`src/hdl/bce_pkg.sv`:
```
// Package for the bitmap color expander: widths, register indexes, lane count
// and the per-byte work word passed from the lane stage to the merge stage.
// No dependencies.
package bce_pkg;

    localparam int MAX_DIM_DEF = 4096;
    localparam int LANES       = 8;
    localparam int DIM_W       = 13;
    localparam int ROW_W       = 13;
    localparam int BYTE_W      = 10;
    localparam int RB_W        = 11;
    localparam int ORG_W       = 16;
    localparam int POS_W       = 17;
    localparam int PIX_W       = 12;
    localparam int ADDR_W      = 24;
    localparam int COLOR_W     = 32;
    localparam int CFG_IDX_W   = 2;

    localparam logic [CFG_IDX_W-1:0] REG_FB_WIDTH   = 2'd0;
    localparam logic [CFG_IDX_W-1:0] REG_FB_HEIGHT  = 2'd1;
    localparam logic [CFG_IDX_W-1:0] REG_DRAW_COLOR = 2'd2;

    typedef struct packed {
        logic [LANES-1:0]            hits;
        logic [LANES-1:0][DIM_W-1:0] fx;
        logic [DIM_W-1:0]            fy;
        logic [ADDR_W-1:0]           row_base;
    } t_byte_work;

endpackage

```
`src/hdl/bce_lane.sv`:
```
// One column lane: forms the framebuffer x of one mask bit and tests it.
// Depends on bce_pkg.
module bce_lane
    import bce_pkg::*;
(
    input  logic                    i_bit,
    input  logic [DIM_W-1:0]        i_col,
    input  logic signed [ORG_W-1:0] i_origin_x,
    input  logic [DIM_W-1:0]        i_bmp_w,
    input  logic [DIM_W-1:0]        i_fb_w,
    output logic                    o_hit,
    output logic [DIM_W-1:0]        o_fx
);

    logic signed [POS_W-1:0] fx;

    always_comb begin
        fx    = POS_W'(i_origin_x) + $signed({{(POS_W-DIM_W){1'b0}}, i_col});
        o_fx  = fx[DIM_W-1:0];
        o_hit = i_bit && (i_col < i_bmp_w) && !fx[POS_W-1]
                && (fx < $signed({{(POS_W-DIM_W){1'b0}}, i_fb_w}));
    end

endmodule

```
`src/hdl/bce_merge.sv`:
```
// Merge stage (uses bce_pkg): holds one byte's lane results and issues its hits
// in column order into the output register, one pixel word per unstalled cycle.
module bce_merge
    import bce_pkg::*;
(
    input  logic               i_clk,
    input  logic               i_rst_n,
    input  logic               i_work_valid,
    input  t_byte_work         i_work,
    output logic               o_work_ready,
    input  logic [COLOR_W-1:0] i_color,
    output logic               o_valid,
    input  logic               i_stall,
    output logic [PIX_W-1:0]   o_pixel_x,
    output logic [PIX_W-1:0]   o_pixel_y,
    output logic [ADDR_W-1:0]  o_pixel_address,
    output logic [COLOR_W-1:0] o_pixel_color,
    output logic               o_last_of_byte
);

    logic             r_m_valid;
    t_byte_work       r_m;
    logic [LANES-1:0] sel;
    logic [LANES-1:0] rest;
    logic [DIM_W-1:0] sel_fx;
    logic             found;
    logic             out_free;
    logic             emit;
    logic             m_done;
    logic             load;

    logic               r_o_valid;
    logic [PIX_W-1:0]   r_x;
    logic [PIX_W-1:0]   r_y;
    logic [ADDR_W-1:0]  r_addr;
    logic               r_last;

    always_comb begin
        sel    = '0;
        sel_fx = '0;
        found  = 1'b0;
        for (int b = 0; b < LANES; b++) begin
            if (r_m.hits[b] && !found) begin
                sel[b] = 1'b1;
                sel_fx = r_m.fx[b];
                found  = 1'b1;
            end
        end
        rest         = r_m.hits & ~sel;
        out_free     = !r_o_valid || !i_stall;
        emit         = r_m_valid && found && out_free;
        m_done       = r_m_valid && (!found || (emit && (rest == '0)));
        load         = !r_m_valid || m_done;
        o_work_ready = load;
    end

    always_ff @(posedge i_clk) begin
        if (!i_rst_n) begin
            r_m_valid <= 1'b0;
        end else if (load) begin
            r_m_valid <= i_work_valid;
        end
        if (load) begin
            r_m <= i_work;
        end else if (emit) begin
            r_m.hits <= rest;
        end
    end

    always_ff @(posedge i_clk) begin
        if (!i_rst_n) begin
            r_o_valid <= 1'b0;
        end else if (out_free) begin
            r_o_valid <= emit;
        end
        if (emit) begin
            r_x    <= sel_fx[PIX_W-1:0];
            r_y    <= r_m.fy[PIX_W-1:0];
            r_addr <= r_m.row_base + ADDR_W'(sel_fx);
            r_last <= (rest == '0);
        end
    end

    assign o_valid         = r_o_valid;
    assign o_pixel_x       = r_x;
    assign o_pixel_y       = r_y;
    assign o_pixel_address = r_addr;
    assign o_pixel_color   = i_color;
    assign o_last_of_byte  = r_last;

endmodule

```
`src/hdl/bitmap_color_expand.sv`:
```
// Top level of the bitmap color expander: config registers, row/byte counters,
// row stage, eight column lanes with the row-base multiply, and the merge stage.
// Depends on bce_pkg, bce_lane, bce_merge.
//
//  channel  | handshake           | payload
//  ---------+---------------------+----------------------------------------------
//  mask in  | i_valid / o_stall   | origin_x/y, bitmap_width/height, mask, enable
//  pixel out| o_valid / i_stall   | pixel_x/y, pixel_address, pixel_color, last
//  config   | i_cfg_we            | i_cfg_index, i_cfg_data
//
// A mask word is taken every cycle when downstream keeps up; a word yields
// 0 to 8 pixel words, one per cycle from the merge stage while i_stall is low.
// Path from accept: stage 1, stage 2, merge hold and output registers.
// Reset is synchronous: counters zero, fb 256x256, color 0, pipeline empty.
// Stall on the output holds the pixel word and backs up the row and lane stages.
module bitmap_color_expand
    import bce_pkg::*;
#(
    parameter int MAX_DIM = MAX_DIM_DEF
) (
    input  logic                    i_clk,
    input  logic                    i_rst_n,
    input  logic                    i_valid,
    output logic                    o_stall,
    input  logic signed [ORG_W-1:0] i_origin_x,
    input  logic signed [ORG_W-1:0] i_origin_y,
    input  logic [DIM_W-1:0]        i_bitmap_width,
    input  logic [DIM_W-1:0]        i_bitmap_height,
    input  logic [7:0]              i_mask_byte,
    input  logic                    i_draw_enable,
    output logic                    o_valid,
    input  logic                    i_stall,
    output logic [PIX_W-1:0]        o_pixel_x,
    output logic [PIX_W-1:0]        o_pixel_y,
    output logic [ADDR_W-1:0]       o_pixel_address,
    output logic [COLOR_W-1:0]      o_pixel_color,
    output logic                    o_last_of_byte,
    input  logic                    i_cfg_we,
    input  logic [CFG_IDX_W-1:0]    i_cfg_index,
    input  logic [COLOR_W-1:0]      i_cfg_data
);

    function automatic logic [DIM_W-1:0] clamp_dim(input logic [DIM_W-1:0] v);
        return (int'(v) > MAX_DIM) ? DIM_W'(MAX_DIM) : v;
    endfunction

    logic [DIM_W-1:0]   r_fb_w;
    logic [DIM_W-1:0]   r_fb_h;
    logic [COLOR_W-1:0] r_color;

    always_ff @(posedge i_clk) begin
        if (!i_rst_n) begin
            r_fb_w  <= DIM_W'(256);
            r_fb_h  <= DIM_W'(256);
            r_color <= '0;
        end else if (i_cfg_we) begin
            unique case (i_cfg_index)
                REG_FB_WIDTH:   r_fb_w  <= i_cfg_data[DIM_W-1:0];
                REG_FB_HEIGHT:  r_fb_h  <= i_cfg_data[DIM_W-1:0];
                REG_DRAW_COLOR: r_color <= i_cfg_data;
                default: ;
            endcase
        end
    end

    logic [DIM_W-1:0] fw;
    logic [DIM_W-1:0] fh;
    assign fw = clamp_dim(r_fb_w);
    assign fh = clamp_dim(r_fb_h);

    // row stage inputs
    logic                    accept;
    logic [DIM_W-1:0]        bw;
    logic [DIM_W-1:0]        bh;
    logic [RB_W-1:0]         bytes_per_row;
    logic [RB_W-1:0]         bi_inc;
    logic [ROW_W:0]          row_inc;
    logic signed [POS_W-1:0] fy;
    logic                    row_ok;
    logic [BYTE_W-1:0]       r_byte_in_row;
    logic [ROW_W-1:0]        r_stored_row;
    logic [BYTE_W-1:0]       n_byte_in_row;
    logic [ROW_W-1:0]        n_stored_row;

    always_comb begin
        bw        = clamp_dim(i_bitmap_width);
        bh        = clamp_dim(i_bitmap_height);
        bytes_per_row = RB_W'((DIM_W+1)'(bw) + (DIM_W+1)'(7) >> 3);
        bi_inc    = RB_W'(r_byte_in_row) + RB_W'(1);
        row_inc   = (ROW_W+1)'(r_stored_row) + (ROW_W+1)'(1);
        fy        = POS_W'(i_origin_y)
                    - $signed(POS_W'(bh) - POS_W'(1) - POS_W'(r_stored_row));
        row_ok    = i_draw_enable && (bw != '0) && (bh != '0)
                    && (ROW_W'(r_stored_row) < bh) && !fy[POS_W-1]
                    && (fy < $signed(POS_W'(fh)));
        n_byte_in_row = r_byte_in_row;
        n_stored_row  = r_stored_row;
        if ((bw == '0) || (bh == '0)) begin
            n_byte_in_row = '0;
            n_stored_row  = '0;
        end else if (bi_inc >= bytes_per_row) begin
            n_byte_in_row = '0;
            n_stored_row  = (row_inc >= (ROW_W+1)'(bh)) ? '0 : row_inc[ROW_W-1:0];
        end else begin
            n_byte_in_row = bi_inc[BYTE_W-1:0];
        end
    end

    always_ff @(posedge i_clk) begin
        if (!i_rst_n) begin
            r_byte_in_row <= '0;
            r_stored_row  <= '0;
        end else if (accept) begin
            r_byte_in_row <= n_byte_in_row;
            r_stored_row  <= n_stored_row;
        end
    end

    // stage 1: row result
    logic                    r1_valid;
    logic                    r1_row_ok;
    logic [DIM_W-1:0]        r1_fy;
    logic signed [ORG_W-1:0] r1_ox;
    logic [DIM_W-1:0]        r1_col;
    logic [7:0]              r1_mask;
    logic [DIM_W-1:0]        r1_bw;
    logic                    s1_load;
    logic                    s2_load;
    logic                    merge_ready;

    assign s1_load = !r1_valid || s2_load;
    assign o_stall = !s1_load;
    assign accept  = i_valid && s1_load;

    always_ff @(posedge i_clk) begin
        if (!i_rst_n) begin
            r1_valid <= 1'b0;
        end else if (s1_load) begin
            r1_valid <= i_valid;
        end
        if (accept) begin
            r1_row_ok <= row_ok;
            r1_fy     <= fy[DIM_W-1:0];
            r1_ox     <= i_origin_x;
            r1_col    <= {r_byte_in_row, 3'b000};
            r1_mask   <= i_mask_byte;
            r1_bw     <= bw;
        end
    end

    // stage 2: column lanes and row base
    logic [LANES-1:0]            lane_hit;
    logic [LANES-1:0][DIM_W-1:0] lane_fx;
    logic                        r2_valid;
    t_byte_work                  r2_work;

    for (genvar g = 0; g < LANES; g++) begin : g_lane
        bce_lane u_lane (
            .i_bit      (r1_mask[LANES-1-g]),
            .i_col      (r1_col + DIM_W'(g)),
            .i_origin_x (r1_ox),
            .i_bmp_w    (r1_bw),
            .i_fb_w     (fw),
            .o_hit      (lane_hit[g]),
            .o_fx       (lane_fx[g])
        );
    end

    assign s2_load = !r2_valid || merge_ready;

    always_ff @(posedge i_clk) begin
        if (!i_rst_n) begin
            r2_valid <= 1'b0;
        end else if (s2_load) begin
            r2_valid <= r1_valid;
        end
        if (s2_load && r1_valid) begin
            r2_work.hits     <= r1_row_ok ? lane_hit : '0;
            r2_work.fx       <= lane_fx;
            r2_work.fy       <= r1_fy;
            r2_work.row_base <= ADDR_W'(r1_fy) * ADDR_W'(fw);
        end
    end

    bce_merge u_merge (
        .i_clk           (i_clk),
        .i_rst_n         (i_rst_n),
        .i_work_valid    (r2_valid),
        .i_work          (r2_work),
        .o_work_ready    (merge_ready),
        .i_color         (r_color),
        .o_valid         (o_valid),
        .i_stall         (i_stall),
        .o_pixel_x       (o_pixel_x),
        .o_pixel_y       (o_pixel_y),
        .o_pixel_address (o_pixel_address),
        .o_pixel_color   (o_pixel_color),
        .o_last_of_byte  (o_last_of_byte)
    );

endmodule
```
`config.mk`:
```
export PLATFORM = sky130hd
export DESIGN_NAME = bitmap_color_expand
export DESIGN_NICKNAME = d
export VERILOG_FILES = /design/src/hdl/bce_pkg.sv /design/src/hdl/bce_lane.sv /design/src/hdl/bce_merge.sv /design/src/hdl/bitmap_color_expand.sv
export SDC_FILE = /design/constraint.sdc
export NUM_CORES = 1
export LEC_CHECK = 0
export ABC_AREA = 1
export BUFFER_PORTS_ARGS = -buffer_cell sky130_fd_sc_hd__buf_2
export CORE_MARGIN = 2
export CORE_UTILIZATION = 64
export DETAILED_ROUTE_END_ITERATION = 12
export GPL_ROUTABILITY_DRIVEN = 0
export PLACE_DENSITY = 0.83
export SYNTH_ARGS = -nofsm -noshare
export SYNTH_HDL_FRONTEND = slang
export SYNTH_HIERARCHICAL = 1
export SYNTH_SLANG_ARGS = --single-unit
```
`constraint.sdc`:
```
create_clock -name i_clk -period 16.6 [get_ports i_clk]
set_clock_uncertainty 0.15 [all_clocks]
set_input_delay 3.32 -clock i_clk [delete_from_list [all_inputs] [get_ports i_clk]]
set_output_delay 3.32 -clock i_clk [all_outputs]
set_load 0.05 [all_outputs]
```
=== After elaboration in Yosys (flattened, before gate mapping) ===
Cells that the tools add are included.

* Bits in registers: 491
* Bits of input ports: 106

* $add $sub $neg: 22
* Multipliers: 1
* Magnitude comparators: 24
* Eq/ne operators: 2
* Multiplexer cells: 34
* Bitwise operators: 2
* Reduce and logical (&&, ||, !) cells: 83

{| class="wikitable"
|+ Operators with widths
! operator !! count
|-
| 13-bit 2-to-1 mux || 15
|-
| 17-bit by 14-bit less-than comparator with 1-bit output || 9
|-
| 16-bit by 14-bit adder with 17-bit output || 8
|-
| 13-bit less-than comparator || 9
|-
| 13-bit by 3-bit adder with 13-bit output, second input constant || 4
|-
| 13-bit greater-than comparator, second input constant || 4
|-
| 1-bit logical AND || 42
|-
| 13-bit by 2-bit adder with 13-bit output, second input constant || 2
|-
| 13-bit logical NOT || 2
|-
| 13-bit nonzero test || 2
|-
| 24-bit by 13-bit adder with 24-bit output || 1
|-
| 13-bit by 13-bit multiplier with 24-bit output || 1
|-
| 1-bit logical NOT || 23
|-
| 10-bit 2-to-1 mux || 2
|-
| 16-bit by 15-bit subtractor with 17-bit output || 1
|-
| 8-bit 2-to-1 mux || 2
|-
| 1-bit 2-to-1 mux || 15
|-
| 14-bit by 14-bit subtractor with 15-bit output || 1
|-
| 13-bit by 1-bit adder with 14-bit output, second input constant || 1
|-
| 13-bit by 3-bit adder with 14-bit output, second input constant || 1
|-
| 14-bit by 13-bit greater-or-equal comparator with 1-bit output || 1
|-
| 13-bit by 1-bit subtractor with 14-bit output, second input constant || 1
|-
| 13-bit by 1-bit adder with 13-bit output, second input constant || 1
|-
| 10-bit by 1-bit adder with 11-bit output, second input constant || 1
|-
| 10 further kinds || 19
|}

=== Depth between registers and ports, before layout ===
Gate-level depths: netlist of the first run.

* Depth in word-level cells: 33
* Mapped depth: 29

=== By module ===
Netlist of the first run, hierarchy kept.

{| class="wikitable"
|+ Modules (own cells, without submodules)
! module !! instances !! cells each !! area each (um^2)
|-
| bitmap_color_expand || 1 || 1925 || 18380.1
|-
| bce_lane at g_lane[0].u_lane ... || 7 || 265 || 1488.9
|-
| bce_merge || 1 || 635 || 8226.6
|-
| bce_lane at g_lane[2].u_lane || 1 || 248 || 1458.9
|}

=== Least setup slack after synthesis of the first run ===
No wires, ideal clock.

* Kind: input to register
* Start: in i_stall
* End: reg r2_work[0] (netlist bit), enable pin
* Setup time: 0.707 ns
* Arrival: 11.864 ns
* Data required time: 15.743 ns
* Path slack: 3.880 ns
* Cell stages on the path: 5
* Buffers on the path: 0
* Cell sequence: nand2_1 -> nand3_4 -> nand2_4 -> inv_1 -> a21oi_1

* Cells in the longest elaborated chain, start to end: 9

{| class="wikitable"
|+ Ends and longest elaborated chain
! what !! line !! source
|-
| start: declaration || bitmap_color_expand.sv:32 || <nowiki>input logic i_stall,</nowiki>
|-
| 1-bit logical NOT || bce_merge.sv:50 || <nowiki>out_free = !r_o_valid || !i_stall;</nowiki>
|-
| 1-bit logical OR || bce_merge.sv:50 ||
|-
| 1-bit logical AND || bce_merge.sv:51 || <nowiki>emit = r_m_valid && found && out_free;</nowiki>
|-
| 1-bit logical AND || bce_merge.sv:52 || <nowiki>m_done = r_m_valid && (!found || (emit && (rest == '0)));</nowiki>
|-
| 1-bit logical OR || bce_merge.sv:52 ||
|-
| 1-bit logical AND || bce_merge.sv:52 ||
|-
| 1-bit logical OR || bce_merge.sv:53 || <nowiki>load = !r_m_valid || m_done;</nowiki>
|-
| via merge_ready || bitmap_color_expand.sv:129 || <nowiki>logic merge_ready;</nowiki>
|-
| 1-bit logical OR || bitmap_color_expand.sv:169 || <nowiki>assign s2_load = !r2_valid || merge_ready;</nowiki>
|-
| 1-bit logical AND || bitmap_color_expand.sv:177 || <nowiki>if (s2_load && r1_valid) begin</nowiki>
|-
| end: declaration || bitmap_color_expand.sv:155 || <nowiki>t_byte_work r2_work;</nowiki>
|}

The timed path passes the listed nets, and every way through them passes these cells.
A chain may end at the register's enable or synchronous reset.

=== Worst setup path after layout of the first run ===
* Start: in i_stall
* End: out o_stall

* Cells in the longest elaborated chain, start to end: 10

{| class="wikitable"
|+ Ends and longest elaborated chain
! what !! line !! source
|-
| 1-bit logical NOT || bce_merge.sv:50 ||
|-
| 1-bit logical OR || bce_merge.sv:50 ||
|-
| 1-bit logical AND || bce_merge.sv:51 ||
|-
| 1-bit logical AND || bce_merge.sv:52 ||
|-
| 1-bit logical OR || bce_merge.sv:52 ||
|-
| 1-bit logical AND || bce_merge.sv:52 ||
|-
| 1-bit logical OR || bce_merge.sv:53 ||
|-
| via merge_ready || bitmap_color_expand.sv:129 ||
|-
| 1-bit logical OR || bitmap_color_expand.sv:169 ||
|-
| 1-bit logical OR || bitmap_color_expand.sv:131 || <nowiki>assign s1_load = !r1_valid || s2_load;</nowiki>
|-
| 1-bit logical NOT || bitmap_color_expand.sv:132 || <nowiki>assign o_stall = !s1_load;</nowiki>
|-
| end: declaration || bitmap_color_expand.sv:24 || <nowiki>output logic o_stall,</nowiki>
|}

The timed path passes the listed nets, and every way through them passes these cells.

==> results.tsv, run 1 <==
metric	value	unit
combPwrFrac	35.1	%
min_path_type	register to register	
critical_path_class	input pin to primary output	
syn-mean-instance-area	8.25	µm²
leakage	21.0	nW
dieArea	62100	µm²
powerDensity	103	nW/µm²
ctsHoldBuffers	0	
fp.dieH	249	µm
layout-drive-gt1-share	8.06	%
diodes	0	
core	59200	µm²
port_buffers	188	
finalNonFillerCells	5688	
drt_iter0_drc	2853	
cts-root-buf	clkbuf_16	
dpl.cell_count	5594	
via_per_inst	5.54	
finalSetupViolCount	0	
regToRegSetupSlack	9.85	ns
power.internal	0.00272	W
post-route-drc-count	0	
syn-cell-area	38500	µm²
vias	31500	
min_period	8.63	ns
dp_hpwl	72500	µm
crit_required	13.13	ns
rsz0062_at_grt	no	
antenna_found_initial	2	
switching_share	36.8	%
setup_ws	7.97	ns
placed_area	40200	µm²
p_switching	0.00158	W
p_seq_share	38.3	%
grt_pass1_wl	153000	µm
ir_worst_vdd	0.0768	mV
hold_start	r2_work[85]	
cp-start-kind	input pin	
dr.pass1.iters	7	
drv_cap	0	
ys_warn_count	6	
worstPathMaxFanout	98	
post_cts_resized	0	
num_rows	89	
grt_usage	30.6	%
fmax	0.116	GHz
insertion_delay	0.60	ns
startpoint	i_stall	
cts_tree	done	
critPathCaptureType	primary output	
netlist_instances	4662	
post-route-period-util	52.0	%
path_clk_slew	0.06	ns
pwr-share-clk	26.6	%
hold_violations	0	
start_util	64.9	%
grt_max_degree	149	
grt.overflow.total	0	
die_x	249	µm
grt_pass1_vias	30500	
r2r-start	r_fb_w[8]	
status	finished, final reports clean	
syn_to_final_growth	8.69	%
pre_cts_ws	8.00	ns
cp.arrival	5.16	ns
cts_sinks	491	
worstMarginPinSlew	1.08	ns
cts_made_buffers	51	
whs	0.259	ns
final_nets	5565	
finalMaxSlewViolations	0	
postLayoutCellArea	41800	µm²
wire_per_inst	16.7	µm
fin_setup_tns	0	ns
clk_path_buf_depth	3	
ios	189	
totalWireLength	95000	µm
ant_nets	0	
cts_setup_buffers	0	
nFillCells	4519	
slew_headroom	27.9	%
cts_max_level	2	
power groups by stage:
| stage | Sequential, W | Combinational (W) | Clock [W] |
|---|---|---|---|
| after global routing | 0.00166 | 0.00170 | 0.00120 |
| after detailed placement | 0.00167 | 0.00147 | 0 |
| after floorplan | 0.00164 | 0.00109 | 0 |
| after CTS | 0.00164 | 0.00149 | 0.00116 |
| final | 0.00165 | 0.00151 | 0.00114 |
| after global placement | 0.00166 | 0.00140 | 0 |
through the flow:
stage                     util [%]  power, W
after global routing          70.6   0.00456
after detailed placement      67.8   0.00313
after floorplan                  -   0.00273
after global placement        67.8   0.00307
final                         70.6   0.00430
after CTS                     70.6   0.00429
final cells by class:
| class | instances | area, µm² | share of cell area (%) |
|---|---|---|---|
| clock buffer | 69 | 1380 | 3.31 |
| clock inverter | 25 | 251 | 0.602 |
| inverter | 851 | 3190 | 7.64 |
| multi-input combinational | 3278 | 21100 | 50.4 |
| sequential | 491 | 13900 | 33.2 |
| tap | 773 | 967 | 2.31 |
| timing repair buffer | 201 | 1050 | 2.51 |
path summary, 6_finish.rpt:
| path | end | cells past startpoint |
|---|---|---|
| max | o_stall | 8 |
| min | u_merge/r_m[85] | 0 |
| max reg2reg | r2_work[19] | 23 |
| min reg2reg | u_merge/r_m[85] | 0 |
layout by cell type, fill, tap and decap left out, types with 10 or more instances in the layout:
cell / n
clkbuf_1: 14
buf_2: 188
edfxtp_1: 406
and3_1: 21
xor2_1: 99
nand2_1: 1151
nand3_2: 10
dfxtp_1: 85
clkbuf_16: 51
fa_1: 142
conb_1: 57
a21o_1: 13
a31oi_1: 31
nor4_1: 11
clkinv_1: 10
inv_2: 24
ha_1: 443
nand4_1: 61
buf_4: 12
nor3_2: 10
nand3_1: 176
o21bai_1: 12
a211oi_1: 10
nor3_1: 48
nor2_1: 478
nor2_2: 24
nand3b_1: 15
inv_1: 820
nand2_2: 33
o21ai_0: 92
xnor2_1: 72
a21oi_1: 217
routing by layer:
metal  GRT usage, %  share of wire, %  vias to the layer above
met5              0             0.014                        -
met4           10.8               3.4                        2
met3           5.92               9.1                      269
met2           50.6                46                     1377
met1           40.3                42                    14500
li1               -                 -                    15300
sequential cells by signal, summed over array words and instances, names as in the netlist:
register                 count
r1_row_ok                    1
r1_valid                     1
r_color                     32
r_stored_row                13
u_merge/r_m_valid            1
r2_work                    148
u_merge/o_pixel_address     24
r1_fy                       13
u_merge/o_pixel_y           12
r1_bw                       13
u_merge/r_m                148
u_merge/o_valid              1
u_merge/o_pixel_x           12
r_fb_w                      13
r_fb_h                      13
r1_mask                      8
r1_ox                       16
u_merge/o_last_of_byte       1
r1_col                      10
r_byte_in_row               10
r2_valid                     1
worst max-delay path, stage by stage:
cell and delay, ns:
buf_2 0.08, nand2_1 0.10, nand3_4 0.17, nand2_8 0.43
inv_1 0.29, nand2_1 0.12, nor2_1 0.25, buf_2 0.32
Note: power is estimated with default switching activity, not from simulation.
==> run 2: changes to the inputs <==
- CORE_UTILIZATION: 64 -> 57
- PLACE_DENSITY: 0.83 -> 0.78
- clock period: 16.6 -> 7.35 ns (I/O delays scaled with it)
==> run 2 against run 1 <==
Sequential power rose by 130%. Core utilization fell by 7.6 points. Clock power up 150%. Critical endpoint is now r2_work[20]. Largest power group unchanged.
==> results.tsv, run 2 (same netlist as run 1, synthesis figures left out) <==
metric	value	unit
drv_cap	0	
syn_to_final_growth	9.83	%
cts_max_level	2	
p_seq_share	37.4	%
fp.dieH	264	µm
final_nets	5578	
grt_pass1_wl	151000	µm
hold_violations	0	
cts_tree	done	
combPwrFrac	34.1	%
finalSetupViolCount	0	
reg_top3	r2_work x148, u_merge/r_m x148, r_color x32	
dpl.cell_count	5705	
critical_path_class	register to register	
ios	189	
insertion_delay	0.62	ns
grt_usage	27.3	%
grt.overflow.total	0	
layout_common_cells	1151 x nand2_1, 820 x inv_1, 478 x nor2_1, 443 x ha_1, 406 x edfxtp_1	
powerDensity	236	nW/µm²
crit_required	7.57	ns
slew_headroom	32.5	%
ir_worst_vdd	0.227	mV
cts_sinks	491	
fmax	0.153	GHz
post_cts_resized	0	
cp.arrival	6.77	ns
cp-start-kind	register	
seq_area	13900	µm²
port_buffers	188	
grt_pass1_vias	29500	
cts_setup_buffers	0	
post-route-period-util	89.2	%
post-route-drc-count	0	
via_per_inst	5.33	
min_period	6.55	ns
min_path_type	register to register	
die_x	264	µm
vias	30900	
num_rows	95	
diodes	0	
finalMaxSlewViolations	0	
grt_max_degree	149	
finalNonFillerCells	5804	
leakage	21.1	nW
setup_ws	0.796	ns
core	67000	µm²
crit_path_frequent_cell	nand2_1	
wire_per_inst	16.4	µm
nFillCells	5575	
cp_slowest_cell	fa_1	
fin_setup_tns	0	ns
ctsHoldBuffers	0	
dp_hpwl	74100	µm
worstMarginPinSlew	1.01	ns
p_switching	0.00361	W
worstPathMaxFanout	19	
pre_cts_ws	0.938	ns
ant_nets	0	
totalWireLength	95400	µm
dieArea	69600	µm²
postLayoutCoreUtil	63.0	%
status	finished, final reports clean	
final_common_cell	nand2_1	
drt_iter0_drc	2790	
start_util	57.4	%
crit_chain	nor4_1 > nand3_1 > nand2_1 > nand2_1 > inv_1 > nand2_1 > fa_1 > inv_1 > fa_1 > fa_1 > inv_1 > fa_1 > inv_1 > fa_1 > ha_1 > nand2_1 > inv_1 > nand3_1 > nor3_1 > a21oi_1 > o21bai_1 > nand2_1 > nand2_1 > xor2_1	
path_clk_slew	0.06	ns
rsz0062_at_grt	no	
multiInputGateArea	21100	µm²
switching_share	36.2	%
cts-root-buf	clkbuf_16	
pwr-share-clk	28.5	%
critPathCaptureType	register	
dr.pass1.iters	8	
totalPowerFinal	0.00997	W
layout-drive-gt1-share	8.42	%
power.internal	0.00636	W
clk_path_buf_depth	3	
slowest_delay	0.62	ns
antenna_found_initial	1	
cts_made_buffers	53	
[run 2: cell type report]
class | instances | area share [%]
Tap cell | 873 | 2.59
Clock inverter | 35 | 1.08
Sequential cell | 491 | 32.9
Inverter | 851 | 7.56
Timing Repair Buffer | 212 | 2.68
Clock buffer | 64 | 3.34
Multi-Input combinational cell | 3278 | 49.9
[run 2: worst paths after layout]
check	from	endpoint	slack, ns	depth (start not counted)
max	r_fb_w[8]	r2_work[20]	0.80	24
min	r2_work[125]	u_merge/r_m[125]	0.25	0
max reg2reg	r_fb_w[8]	r2_work[20]	0.80	24
min reg2reg	r2_work[125]	u_merge/r_m[125]	0.25	0
[run 2: worst max-delay path: cells and delay by family (launching register included)]
| kind | cells | cell delay [ns] |
|---|---|---|
| AO/OA/AOI/OAI | 2 | 0.40 |
| XOR/XNOR | 1 | 0.06 |
| adder cells (fa/ha/maj) | 6 | 2.93 |
| buffers and inverters | 5 | 0.76 |
| flip-flops | 1 | 0.33 |
| AND/OR/NAND/NOR | 10 | 1.68 |
[run 2: per-layer routing]
layer / vias up / GRT usage (%) / routed length, µm
met3: 233 / 5.36 / 8640
met5: - / 0 / 13
met2: 1228 / 44.3 / 43300
li1: 15300 / - / -
met1: 14100 / 36.7 / 40400
met4: 2 / 9.04 / 3090
[run 2: per-stage QoR]
step	area, µm²	hold WS (ns)
after floorplan	38700	0.250
after global placement	40400	0.250
after detailed placement	40400	0.255
after CTS	42200	0.254
after global routing	42200	0.254
final	42200	0.253
[run 2: power groups by stage]
stage               clock (W)  combinational (W)  sequential [W]
floorplan                   0            0.00247         0.00370
global placement            0            0.00321         0.00376
detailed placement          0            0.00332         0.00377
CTS                   0.00288            0.00335         0.00372
global route          0.00298            0.00384         0.00375
finish                0.00284            0.00340         0.00373
